[src/sv/alp_pkg.sv]
`timescale 1ns / 1ps
// Address lease pool: shared types, codes and field widths.
package alp_pkg;

	localparam int MAC_W      = 48;
	localparam int IP_W       = 32;
	localparam int STATUS_W   = 3;
	localparam int SIZE_W     = 9;
	localparam int CFG_ADDR_W = 1;
	localparam int CFG_DATA_W = 32;
	localparam int S_TDATA_W  = 48;
	localparam int M_TDATA_W  = 40;

	localparam logic [CFG_ADDR_W-1:0] REG_POOL_BASE_IP = 1'd0;
	localparam logic [CFG_ADDR_W-1:0] REG_POOL_SIZE    = 1'd1;

	localparam logic CMD_REQUEST = 1'b0;
	localparam logic CMD_RELEASE = 1'b1;

	typedef enum logic [STATUS_W-1:0] {
		ST_EXISTING   = 3'd0,
		ST_NEW        = 3'd1,
		ST_TABLE_FULL = 3'd2,
		ST_EXHAUSTED  = 3'd3,
		ST_RELEASED   = 3'd4,
		ST_UNKNOWN    = 3'd5
	} status_t;

	typedef enum logic [2:0] {
		S_INIT,
		S_IDLE,
		S_FIND,
		S_POOL,
		S_SHIFT,
		S_RESP
	} state_t;

endpackage

[src/sv/alp_bitmap.sv]
`timescale 1ns / 1ps
// Address lease pool: in-use bitmap memory with clearing pass after reset.
module alp_bitmap #(
	parameter int POOL_DEPTH = 256
) (
	input  logic                          clk,
	input  logic                          arst_n,
	output logic                          init_done,
	input  logic                          rd_en,
	input  logic [$clog2(POOL_DEPTH)-1:0] rd_addr,
	output logic                          rd_data,
	input  logic                          wr_en,
	input  logic [$clog2(POOL_DEPTH)-1:0] wr_addr,
	input  logic                          wr_data
);

	localparam int OW = $clog2(POOL_DEPTH);
	localparam logic [OW-1:0] LAST = OW'(POOL_DEPTH - 1);

	logic          mem [POOL_DEPTH];
	logic [OW-1:0] clr_q;
	logic          busy_q;
	logic          rd_q;

	always_ff @(posedge clk or negedge arst_n) begin
		if (!arst_n) begin
			clr_q  <= '0;
			busy_q <= 1'b1;
		end else if (busy_q) begin
			if (clr_q == LAST) begin
				busy_q <= 1'b0;
			end else begin
				clr_q <= clr_q + OW'(1);
			end
		end
	end

	always_ff @(posedge clk) begin
		if (busy_q) begin
			mem[clr_q] <= 1'b0;
		end else if (wr_en) begin
			mem[wr_addr] <= wr_data;
		end
		if (rd_en) begin
			rd_q <= mem[rd_addr];
		end
	end

	assign init_done = !busy_q;
	assign rd_data   = rd_q;

endmodule

[src/sv/address_lease_pool_core.sv]
`timescale 1ns / 1ps
// Path to m_tvalid: client scan, then a pool scan for a new request or a table move
// on a release hit (other outcomes go straight on), then the result is registered.
// Throughput: one word at a time, the next taken the cycle after the result is registered.
// Reset: registers to defaults, no clients; the bitmap is cleared after reset,
// during which no input word is taken.
module address_lease_pool_core #(
	parameter int MAX_CLIENTS = 64,
	parameter int POOL_DEPTH  = 256
) (
	input  logic                            clk,
	input  logic                            arst_n,
	input  logic                            cfg_we,
	input  logic [alp_pkg::CFG_ADDR_W-1:0]  cfg_addr,
	input  logic [alp_pkg::CFG_DATA_W-1:0]  cfg_wdata,
	input  logic                            s_tvalid,
	output logic                            s_tready,
	input  logic [alp_pkg::S_TDATA_W-1:0]   s_tdata,  // client_mac[47:0]
	input  logic                            s_tuser,  // cmd
	output logic                            m_tvalid,
	input  logic                            m_tready,
	output logic [alp_pkg::M_TDATA_W-1:0]   m_tdata   // status[2:0], lease_ip[34:3]
);

	localparam int CIW = (MAX_CLIENTS > 1) ? $clog2(MAX_CLIENTS) : 1;
	localparam int CW  = $clog2(MAX_CLIENTS + 1);
	localparam int OW  = $clog2(POOL_DEPTH);
	localparam int PW  = $clog2(POOL_DEPTH + 1);
	localparam int LW  = (PW > alp_pkg::SIZE_W) ? PW : alp_pkg::SIZE_W;
	localparam int EW  = alp_pkg::MAC_W + OW;

	alp_pkg::state_t  state_q, state_d;

	logic [alp_pkg::IP_W-1:0]   base_q;
	logic [alp_pkg::SIZE_W-1:0] size_q;
	logic [CW-1:0]              cnt_q;
	logic                       cmd_q;
	logic [alp_pkg::MAC_W-1:0]  mac_q;
	logic [CW-1:0]              scan_q;
	logic [PW-1:0]              pscan_q;
	logic                       vld_s1, pvld_s1;
	logic [CIW-1:0]             idx_s1;
	logic [OW-1:0]              pidx_s1;
	alp_pkg::status_t           res_status_q, out_status_q;
	logic [alp_pkg::IP_W-1:0]   res_ip_q, out_ip_q;
	logic                       out_vld_q;

	logic                      mem_we;
	logic [CIW-1:0]            mem_waddr;
	logic [EW-1:0]             mem_wdata;
	logic                      mem_re;
	logic [EW-1:0]             mem [MAX_CLIENTS];
	logic [EW-1:0]             ent_q;
	logic [alp_pkg::MAC_W-1:0] ent_mac;
	logic [OW-1:0]             ent_off;

	logic          bm_init_done, bm_re, bm_rdata, bm_we, bm_wdata;
	logic [OW-1:0] bm_waddr;

	logic          accept, hit, find_end, shift_end, free_hit, pool_end, tab_full, out_load;
	logic          tab_issue, bm_issue;
	logic [LW-1:0] size_ext, lim;
	logic [CW-1:0] shift_tgt;

	assign ent_mac   = ent_q[EW-1:OW];
	assign ent_off   = ent_q[OW-1:0];
	assign size_ext  = LW'(size_q);
	assign lim       = (size_ext > LW'(POOL_DEPTH)) ? LW'(POOL_DEPTH) : size_ext;
	assign tab_full  = cnt_q >= CW'(MAX_CLIENTS);
	assign shift_tgt = scan_q - CW'(1);

	assign accept    = s_tvalid && s_tready;
	assign hit       = (state_q == alp_pkg::S_FIND) && vld_s1 && (ent_mac == mac_q);
	assign find_end  = (state_q == alp_pkg::S_FIND) && !vld_s1 && (scan_q >= cnt_q);
	assign shift_end = (state_q == alp_pkg::S_SHIFT) && !vld_s1 && (scan_q >= cnt_q);
	assign free_hit  = (state_q == alp_pkg::S_POOL) && pvld_s1 && !bm_rdata;
	assign pool_end  = (state_q == alp_pkg::S_POOL) && !pvld_s1 && (LW'(pscan_q) >= lim);
	assign out_load  = (state_q == alp_pkg::S_RESP) && (!out_vld_q || m_tready);

	always_comb begin
		state_d = state_q;
		case (state_q)
			alp_pkg::S_INIT: begin
				if (bm_init_done) state_d = alp_pkg::S_IDLE;
			end
			alp_pkg::S_IDLE: begin
				if (s_tvalid) state_d = alp_pkg::S_FIND;
			end
			alp_pkg::S_FIND: begin
				if (hit) begin
					state_d = (cmd_q == alp_pkg::CMD_RELEASE) ? alp_pkg::S_SHIFT : alp_pkg::S_RESP;
				end else if (find_end) begin
					state_d = (cmd_q == alp_pkg::CMD_REQUEST && !tab_full) ?
						alp_pkg::S_POOL : alp_pkg::S_RESP;
				end
			end
			alp_pkg::S_POOL: begin
				if (free_hit || pool_end) state_d = alp_pkg::S_RESP;
			end
			alp_pkg::S_SHIFT: begin
				if (shift_end) state_d = alp_pkg::S_RESP;
			end
			alp_pkg::S_RESP: begin
				if (out_load) state_d = alp_pkg::S_IDLE;
			end
			default: state_d = alp_pkg::S_INIT;
		endcase
	end

	always_comb begin
		s_tready  = 1'b0;
		tab_issue = 1'b0;
		bm_issue  = 1'b0;
		mem_we    = 1'b0;
		mem_waddr = idx_s1;
		mem_wdata = ent_q;
		bm_we     = 1'b0;
		bm_waddr  = ent_off;
		bm_wdata  = 1'b0;
		case (state_q)
			alp_pkg::S_IDLE: begin
				s_tready = 1'b1;
			end
			alp_pkg::S_FIND: begin
				tab_issue = !hit && (scan_q < cnt_q);
				if (hit && cmd_q == alp_pkg::CMD_RELEASE) begin
					bm_we = 1'b1;
				end
			end
			alp_pkg::S_SHIFT: begin
				tab_issue = scan_q < cnt_q;
				mem_we    = vld_s1;
			end
			alp_pkg::S_POOL: begin
				bm_issue = !free_hit && (LW'(pscan_q) < lim);
				if (free_hit) begin
					bm_we     = 1'b1;
					bm_waddr  = pidx_s1;
					bm_wdata  = 1'b1;
					mem_we    = 1'b1;
					mem_waddr = cnt_q[CIW-1:0];
					mem_wdata = {mac_q, pidx_s1};
				end
			end
			default: begin
			end
		endcase
	end
	assign mem_re = tab_issue;
	assign bm_re  = bm_issue;

	always_ff @(posedge clk) begin
		if (mem_we) mem[mem_waddr] <= mem_wdata;
		if (mem_re) ent_q <= mem[scan_q[CIW-1:0]];
	end

	alp_bitmap #(
		.POOL_DEPTH(POOL_DEPTH)
	) u_bitmap (
		.clk       (clk),
		.arst_n    (arst_n),
		.init_done (bm_init_done),
		.rd_en     (bm_re),
		.rd_addr   (pscan_q[OW-1:0]),
		.rd_data   (bm_rdata),
		.wr_en     (bm_we),
		.wr_addr   (bm_waddr),
		.wr_data   (bm_wdata)
	);

	always_ff @(posedge clk or negedge arst_n) begin
		if (!arst_n) begin
			state_q   <= alp_pkg::S_INIT;
			base_q    <= '0;
			size_q    <= alp_pkg::SIZE_W'(256);
			cnt_q     <= '0;
			vld_s1    <= 1'b0;
			pvld_s1   <= 1'b0;
			out_vld_q <= 1'b0;
		end else begin
			state_q <= state_d;
			vld_s1  <= tab_issue;
			pvld_s1 <= bm_issue;
			if (cfg_we && cfg_addr == alp_pkg::REG_POOL_BASE_IP) begin
				base_q <= cfg_wdata;
			end
			if (cfg_we && cfg_addr == alp_pkg::REG_POOL_SIZE) begin
				size_q <= cfg_wdata[alp_pkg::SIZE_W-1:0];
			end
			if (free_hit) begin
				cnt_q <= cnt_q + CW'(1);
			end else if (shift_end) begin
				cnt_q <= cnt_q - CW'(1);
			end
			if (out_load) begin
				out_vld_q <= 1'b1;
			end else if (m_tready) begin
				out_vld_q <= 1'b0;
			end
		end
	end

	always_ff @(posedge clk) begin
		if (accept) begin
			cmd_q   <= s_tuser;
			mac_q   <= s_tdata[alp_pkg::MAC_W-1:0];
			scan_q  <= '0;
			pscan_q <= '0;
		end
		if (tab_issue) begin
			scan_q <= scan_q + CW'(1);
			idx_s1 <= (state_q == alp_pkg::S_SHIFT) ? shift_tgt[CIW-1:0] : scan_q[CIW-1:0];
		end
		if (bm_issue) begin
			pscan_q <= pscan_q + PW'(1);
			pidx_s1 <= pscan_q[OW-1:0];
		end
		if (hit) begin
			if (cmd_q == alp_pkg::CMD_RELEASE) begin
				scan_q       <= CW'(idx_s1) + CW'(1);
				res_status_q <= alp_pkg::ST_RELEASED;
				res_ip_q     <= '0;
			end else begin
				res_status_q <= alp_pkg::ST_EXISTING;
				res_ip_q     <= base_q + alp_pkg::IP_W'(ent_off);
			end
		end else if (find_end) begin
			res_ip_q <= '0;
			if (cmd_q == alp_pkg::CMD_RELEASE) begin
				res_status_q <= alp_pkg::ST_UNKNOWN;
			end else if (tab_full) begin
				res_status_q <= alp_pkg::ST_TABLE_FULL;
			end else begin
				res_status_q <= alp_pkg::ST_EXHAUSTED;
			end
		end
		if (free_hit) begin
			res_status_q <= alp_pkg::ST_NEW;
			res_ip_q     <= base_q + alp_pkg::IP_W'(pidx_s1);
		end
		if (out_load) begin
			out_status_q <= res_status_q;
			out_ip_q     <= res_ip_q;
		end
	end

	assign m_tvalid = out_vld_q;
	assign m_tdata  = {{(alp_pkg::M_TDATA_W - alp_pkg::IP_W - alp_pkg::STATUS_W){1'b0}},
		out_ip_q, out_status_q};

	a_cnt_bound: assert property (@(posedge clk) disable iff (!arst_n)
		cnt_q <= CW'(MAX_CLIENTS))
		else $error("client count beyond table depth");

	a_no_accept_in_clear: assert property (@(posedge clk) disable iff (!arst_n)
		accept |-> bm_init_done)
		else $error("word taken during bitmap clearing");

	a_out_from_resp: assert property (@(posedge clk) disable iff (!arst_n)
		$rose(out_vld_q) |-> $past(state_q == alp_pkg::S_RESP))
		else $error("result raised outside response state");

	a_tab_write_state: assert property (@(posedge clk) disable iff (!arst_n)
		mem_we |-> (state_q == alp_pkg::S_SHIFT || state_q == alp_pkg::S_POOL))
		else $error("client table written outside move or allocation");

endmodule

[config.mk]
export PLATFORM = sky130hd
export DESIGN_NAME = address_lease_pool_core
export DESIGN_NICKNAME = d
export VERILOG_FILES = /design/src/sv/alp_pkg.sv /design/src/sv/alp_bitmap.sv /design/src/sv/address_lease_pool_core.sv
export SDC_FILE = /design/constraint.sdc
export NUM_CORES = 2
export LEC_CHECK = 0
export BUFFER_PORTS_ARGS = -buffer_cell sky130_fd_sc_hd__buf_2
export CAP_MARGIN = 20
export CORE_MARGIN = 2
export CORE_UTILIZATION = 57
export DETAILED_ROUTE_END_ITERATION = 8
export PLACE_DENSITY = 0.76
export SLEW_MARGIN = 20
export SYNTH_ARGS = -nofsm -noshare
export SYNTH_HDL_FRONTEND = slang
export SYNTH_HIERARCHICAL = 1
export SYNTH_SLANG_ARGS = --single-unit
[constraint.sdc]
create_clock -name clk -period 6.6 [get_ports clk]
set_clock_uncertainty 0.2 [all_clocks]
set_input_delay 0.99 -clock clk [delete_from_list [all_inputs] [get_ports clk]]
set_output_delay 0.99 -clock clk [all_outputs]
set_load 0.05 [all_outputs]
== Word level (Yosys, flattened, before mapping) ==
Memory sizes are Yosys's and may differ from the RTL's. A register that Yosys moved wholly into a read port is not among the register bits.
Cells that the tools add are included.

* Output and inout port bits: 42
* Logic and storage cells: 145
* Bits in latches: 0
* Input bits: 87
* RAM bits: 3,840
* Register bits: 212
* Memory bits (read-only): 0
* Memories kept: 2

* Equality and inequality tests: 13
* Shift-type cells: 0
* Muxes and demuxes: 57
* Bitwise logic cells: 3
* $mul: 0
* Reductions and logical operators: 36
* $lt $le $gt $ge: 6
* Divide/modulo/power cells: 0
* Add/subtract/negate cells: 9

{| class="wikitable"
|+ Memories
! name !! words !! bits a word !! read ports !! clocked after Yosys merged registers in !! wr ports !! line !! text
|-
| mem || 64 || 56 || 1 || 1 || 1 || address_lease_pool_core.sv:52 || <nowiki>logic [EW-1:0] mem [MAX_CLIENTS];</nowiki>
|-
| u_bitmap.mem || 256 || 1 || 1 || 1 || 1 || alp_bitmap.sv:20 || <nowiki>logic mem [POOL_DEPTH];</nowiki>
|}

{| class="wikitable"
|+ Operators with widths
! operator !! count
|-
| 32-bit 2-to-1 mux || 4
|-
| 56-bit 2-to-1 mux || 2
|-
| 32-bit by 8-bit adder with 32-bit output || 2
|-
| 48-bit equality test || 1
|-
| 7-bit 2-to-1 mux || 6
|-
| 3-bit 2-to-1 mux || 12
|-
| 9-bit 2-to-1 mux || 3
|-
| 8-bit 2-to-1 mux || 3
|-
| 1-bit 2-to-1 mux || 20
|-
| 1-bit logical AND || 18
|-
| 6-bit 2-to-1 mux || 3
|-
| 3-bit one-hot mux with 6 select lines || 1
|-
| 7-bit by 1-bit adder with 7-bit output (second input constant) || 2
|-
| 9-bit by 1-bit adder with 9-bit output (second input constant) || 1
|-
| 9-bit >= comparator || 1
|-
| 9-bit greater-than comparator (second input constant) || 1
|-
| 9-bit less-than comparator || 1
|-
| 8-bit by 1-bit adder with 8-bit output (second input constant) || 1
|-
| 8-bit equality test (second input constant) || 1
|-
| 2-bit inequality test (second input constant) || 4
|-
| 2-bit nonzero test || 4
|-
| 6-bit by 1-bit adder with 7-bit output (second input constant) || 1
|-
| 7-bit >= comparator || 1
|-
| 7-bit >= comparator (second input constant) || 1
|-
| other kinds (17) || 30
|}

== Depth between registers and ports, before layout ==
* Word-level depth: 11
* Gate-level depth with buffers: 16
* Gate-level depth less buffers: 11

== Hierarchy ==
Netlist, hierarchy kept.

{| class="wikitable"
|+ By module, submodules not included
! module !! cells each !! area each (µm²) !! instances !! sequential area each (µm²)
|-
| address_lease_pool_core || 6,557 || 149,108.0 || 1 || 115,031.6
|-
| alp_bitmap || 877 || 11,862.6 || 1 || 7,943.9
|}

== Least setup slack after synthesis ==
Ideal clock, no wire load.

* Path kind: flip-flop to flip-flop
* Start point: register state_q[2]
* End point: memory u_bitmap.mem[0], data pin
* Buffers on the path: 6
* Setup slack: -0.350 ns
* Clock period less this slack: 6.950 ns
* Setup time: 0.868 ns
* Arrival time: 5.883 ns
* Required time: 5.532 ns
* Cell stages (with the launch flop): 13
* Cells stage by stage: dfrtp_1 buf_6 nand2b_1 nor3_2 inv_1 clkbuf_1 clkbuf_1 buf_1 nand2_1 nor2b_1 buf_2 clkbuf_1 and2_1

* Longest elaborated chain between the ends: 11
* Elaborated cells on any way between the ends: 16
* Those cells by class: 2 x eq/ne; 8 x mux; 6 x reduce/logical

{| class="wikitable"
|+ Ends and longest elaborated chain
! what !! line !! text
|-
| from (decl) || address_lease_pool_core.sv:32 || <nowiki>alp_pkg::state_t state_q, state_d;</nowiki>
|-
| from (signal assigned) || address_lease_pool_core.sv:173 || <nowiki>state_q <= alp_pkg::S_INIT;</nowiki>
|-
| from (signal assigned) || address_lease_pool_core.sv:181 || <nowiki>state_q <= state_d;</nowiki>
|-
| 3-bit by 2-bit equality test with 1-bit output || address_lease_pool_core.sv:73, address_lease_pool_core.sv:120 ||
|-
| 1-bit logical AND (2 in a row) || address_lease_pool_core.sv:73 || <nowiki>assign hit = (state_q == alp_pkg::S_FIND) && vld_s1 && (ent_mac == mac_q);</nowiki>
|-
| 1-bit logical AND || address_lease_pool_core.sv:126 || <nowiki>if (hit && cmd_q == alp_pkg::CMD_RELEASE) begin</nowiki>
|-
| 1-bit 2-to-1 mux || address_lease_pool_core.sv:126 ||
|-
| 1-bit one-hot mux with 2 select lines * || address_lease_pool_core.sv:120 || <nowiki>case (state_q)</nowiki>
|-
| net bm_we || address_lease_pool_core.sv:57 || <nowiki>logic bm_init_done, bm_re, bm_rdata, bm_we, bm_wdata;</nowiki>
|-
| 1-bit 2-to-1 mux * || alp_bitmap.sv:41 || <nowiki>end else if (wr_en) begin</nowiki>
|-
| 1-bit 2-to-1 mux * || alp_bitmap.sv:39 || <nowiki>if (busy_q) begin</nowiki>
|-
| 1-bit 2-to-1 mux (implied by the code) * || alp_bitmap.sv:42 || <nowiki>mem[wr_addr] <= wr_data;</nowiki>
|-
| 1-bit OR reduction (no line) * || -- ||
|-
| 1-bit 2-to-1 mux (no line) * || -- ||
|-
| to (decl) || alp_bitmap.sv:20 ||
|}

Mark *: on every way through the listed nets, which the timed path passes. The rest lies on a longest branch.

== Final worst setup path ==
* Start point: register state_q[1]
* End point: memory u_bitmap.mem[85], enable pin

* Longest elaborated chain between the ends: 11
* Elaborated cells on any way between the ends: 18
* Those cells by class: 2 x eq/ne; 10 x mux; 6 x reduce/logical

{| class="wikitable"
|+ Ends and longest elaborated chain
! what !! line
|-
| 3-bit by 2-bit equality test with 1-bit output || address_lease_pool_core.sv:73, address_lease_pool_core.sv:120
|-
| 1-bit logical AND (2 in a row) || address_lease_pool_core.sv:73
|-
| 1-bit logical AND || address_lease_pool_core.sv:126
|-
| 1-bit 2-to-1 mux || address_lease_pool_core.sv:126
|-
| 1-bit one-hot mux with 2 select lines * || address_lease_pool_core.sv:120
|-
| net bm_we || address_lease_pool_core.sv:57
|-
| 1-bit 2-to-1 mux * || alp_bitmap.sv:41
|-
| 1-bit 2-to-1 mux * || alp_bitmap.sv:39
|-
| 1-bit 2-to-1 mux (implied by the code) * || alp_bitmap.sv:42
|-
| 1-bit OR reduction (no line) || --
|-
| 8-bit 2-to-1 mux (no line) or 1-bit 2-to-1 mux (tied branches) || --
|}

Marks and branches as above.

==> results.yml <==
run_status:
  status: "finished, final reports clean"
die:
  fp.coreArea_um2: 282000
  dieArea_um2: 287000
  die_x_um: 535
  row_count: 195
  io_pins: 129
  die_h_um: 535
  start_util_pct: 57.2
clocking:
  cts_resized: 0
  cts_setup_buffers: 0
  cts_sinks: 4109
  clk_pin_slew_ns: 0.07
  htree_num_levels: 5
  hold_buffers: 0
  cts-root-buf: "clkbuf_16"
  clockBufferDepth: 4
  cts_buffers: 386
  cts_tree: "done"
  clock_latency_ns: 0.93
global_route:
  grt_util_all_layers_pct: 30.9
  met2_usage_pct: 47.9
  overflow: 0
  grt_busiest_layer: "met2"
  grt_max_degree: 152
  grt_pass1_wl_um: 622000
  grt_util_met3_pct: 7.02
  grt_use_met1_pct: 41.8
  grt_pass1_vias: 83300
  antenna_found_initial: 28
synth:
  ys_seq_area_share_pct: 76.4
  yosysTopAreaCell: "edfxtp_1"
  ys.flop_type: "edfxtp_1"
  synth.avg_cell_area_um2: 21.7
  async_flop_share_pct: 1.53
  ys_top_cells_by_count: "edfxtp_1 (4,036), mux4_2 (1,141), nor2_1 (391), nand2_1 (333), clkbuf_1 (232)"
  synth.distinct_cells: 82
  syn_area_um2: 161000
  synth_edf_count: 4036
  yosysMostFrequentCell: "edfxtp_1"
  synth_top_area_share_pct: 75.3
  ys_ff_latch: 4109
  yosysWarnings: 6
  synth_cells: 7434
  synthTopCellsByArea: "edfxtp_1 (75%), mux4_2 (16%), dfrtp_1 (0.95%)"
cells_and_area:
  register_area_um2: 123000
  n_fill_cell: 17500
  nets: 7919
  multiInputGateArea_um2: 36700
  area_delta_synth_final_pct: 12.3
  drive_gt1_share_pct: 27.3
  post-route-util_pct: 64.2
sta:
  whs_ns: 0.0418
  relSlewSlack_pct: 18.2
  worstMarginPinSlew_ns: 1.22
  maxSlewViolCount: 0
  grt_setup_unrepaired: "no"
  fin_crit_sh_pct: 88.0
  setup_violations: 0
  min_period_ns: 5.81
  fin_setup_tns_ns: 0
  hold_viol: 0
  fmax_mhz: 172
routing:
  dr.pass1.iters: 6
  viasPerCell: 6.97
  wire_per_inst_um: 37.1
  drtAntennaViolNets: 0
  remaining_drc_errors: 0
  wl_um: 440000
  dr_total_vias: 82700
  drt_iter0_drc: 14500
critical_path:
  cpPeakStageDelay_ns: 0.79
  cp_slowest_cell: "nor3b_2"
  start_kind: "flip-flop"
  cp.arrival_ns: 6.19
  worstSetupEndpointType: "flip-flop"
  required_ns: 6.98
  crit_type: "reg2reg"
  worst-path-max-fanout: 18
  path_cells: "nor3b_2 -> nand2_1 -> nor4b_2 -> nand4_2 -> buf_4 -> or2_2 -> nand2_1 -> nor2b_1 -> buf_4 -> nand3b_1 -> o21ai_1 -> nand3_1 -> nor2_1"
pwr:
  cellLeakagePower_nw: 56.5
  power.density_nw_per_um2: 371
  ir_worst_vdd_uv: 334
flow_run:
  cap_violations: 0
placement:
  gp_congestion: 0.904
  dp_hpwl_um: 231000
  io_buffers: 123
worst_hold_path:
  hold_path_class: "in2async"
-- final timing paths --
| check | startpoint | endpoint | slack [ns] | cells after the start |
|---|---|---|---|---|
| max in group asynchronous | arst_n | state_q[2] | 5.51 | 1 |
| worst max-delay path | state_q[1] | u_bitmap/mem[85] | 0.79 | 13 |
| worst min-delay path | arst_n | base_q[0] | 0.04 | 1 |
| worst min register to register | res_ip_q[22] | out_ip_q[22] | 0.22 | 0 |
| worst max register to register | state_q[1] | u_bitmap/mem[85] | 0.79 | 13 |
| min in group clk | s_tdata[3] | mac_q[3] | 0.05 | 1 |
-- cell usage in the layout (no fill, tap or decap), types with 71 or more instances in the layout --
| cell type | instances |
|---|---|
| a211oi_1 | 71 |
| a21oi_1 | 97 |
| buf_12 | 72 |
| buf_2 | 122 |
| buf_4 | 169 |
| clkbuf_16 | 391 |
| clkinv_1 | 77 |
| clkinv_2 | 71 |
| edfxtp_1 | 4036 |
| mux2i_1 | 116 |
| mux4_2 | 1141 |
| nand2_1 | 326 |
| nand3_1 | 77 |
| nor2_1 | 327 |
-- state kept, by name, indices dropped and copies added, names as in the netlist --
name / cells
mem: 3584
u_bitmap/mem: 256
ent_q: 56
mac_q: 48
base_q: 32
out_ip_q: 32
res_ip_q: 32
pscan_q: 9
size_ext: 9
pidx_s1: 8
u_bitmap/clr_q: 8
cnt_q: 7
scan_q: 7
idx_s1: 6
out_status_q: 3
res_status_q: 3
state_q: 3
cmd_q: 1
m_tvalid: 1
pvld_s1: 1
u_bitmap/busy_q: 1
u_bitmap/rd_data: 1
vld_s1: 1
-- layer usage --
| layer | wire, um | share of wire (%) |
|---|---|---|
| met1 | 149000 | 34 |
| met2 | 208000 | 47 |
| met3 | 56900 | 13 |
| met4 | 25700 | 5.8 |
| met5 | 51 | 0.012 |
-- area by class of cell --
class,instances,share of cell area (%)
well taps,3743,2.59
diodes,18,0.0249
inverters,40,0.0921
repair buffers,366,1.87
multi-input cells,2884,20.3
clock buffers,453,5.55
flip-flops and latches,4109,68.1
clock inverters,244,1.50
-- through the flow --
step	total power, mW	setup slack [ns]	instance area, um^2	std cells
finish	67.1	0.792	181000	11900
CTS	67.1	0.964	181000	11800
floorplan	40.6	0.271	161000	7438
global placement	44.2	1.17	168000	11100
detailed placement	44.5	0.997	168000	11100
global route	68.7	0.565	181000	11800
-- cells by family (layout without fill, tap and decap cells) --
kind of cell | count (synthesis) | in the layout | synth area share, %
AO/OA/AOI/OAI | 390 | 390 | 1.60
XOR/XNOR | 77 | 77 | 0.419
adder cells (fa/ha/maj) | 45 | 45 | 0.364
buffers and inverters | 445 | 1103 | 1.19
flip-flops | 4109 | 4109 | 76.4
multiplexers | 1300 | 1300 | 17.0
other | 1 | 23 | 0.00233
AND/OR/NAND/NOR | 1067 | 1067 | 2.99
-- power breakdown --
part / switching [mW] / internal (mW)
sequential: 0.514 / 31.1
combinational: 7.64 / 5.04
clock: 9.74 / 13.0
total: 17.9 / 49.2
-- critical path, delay by kind of cell, from the launching register on --
kind,cells,cell delay [ns]
and+or+nand+nor,10,3.76
buffers and inverters,2,0.57
DFF,1,0.53
AOI/OAI and AO/OA,1,0.39
(Power assumes the default switching activity.)
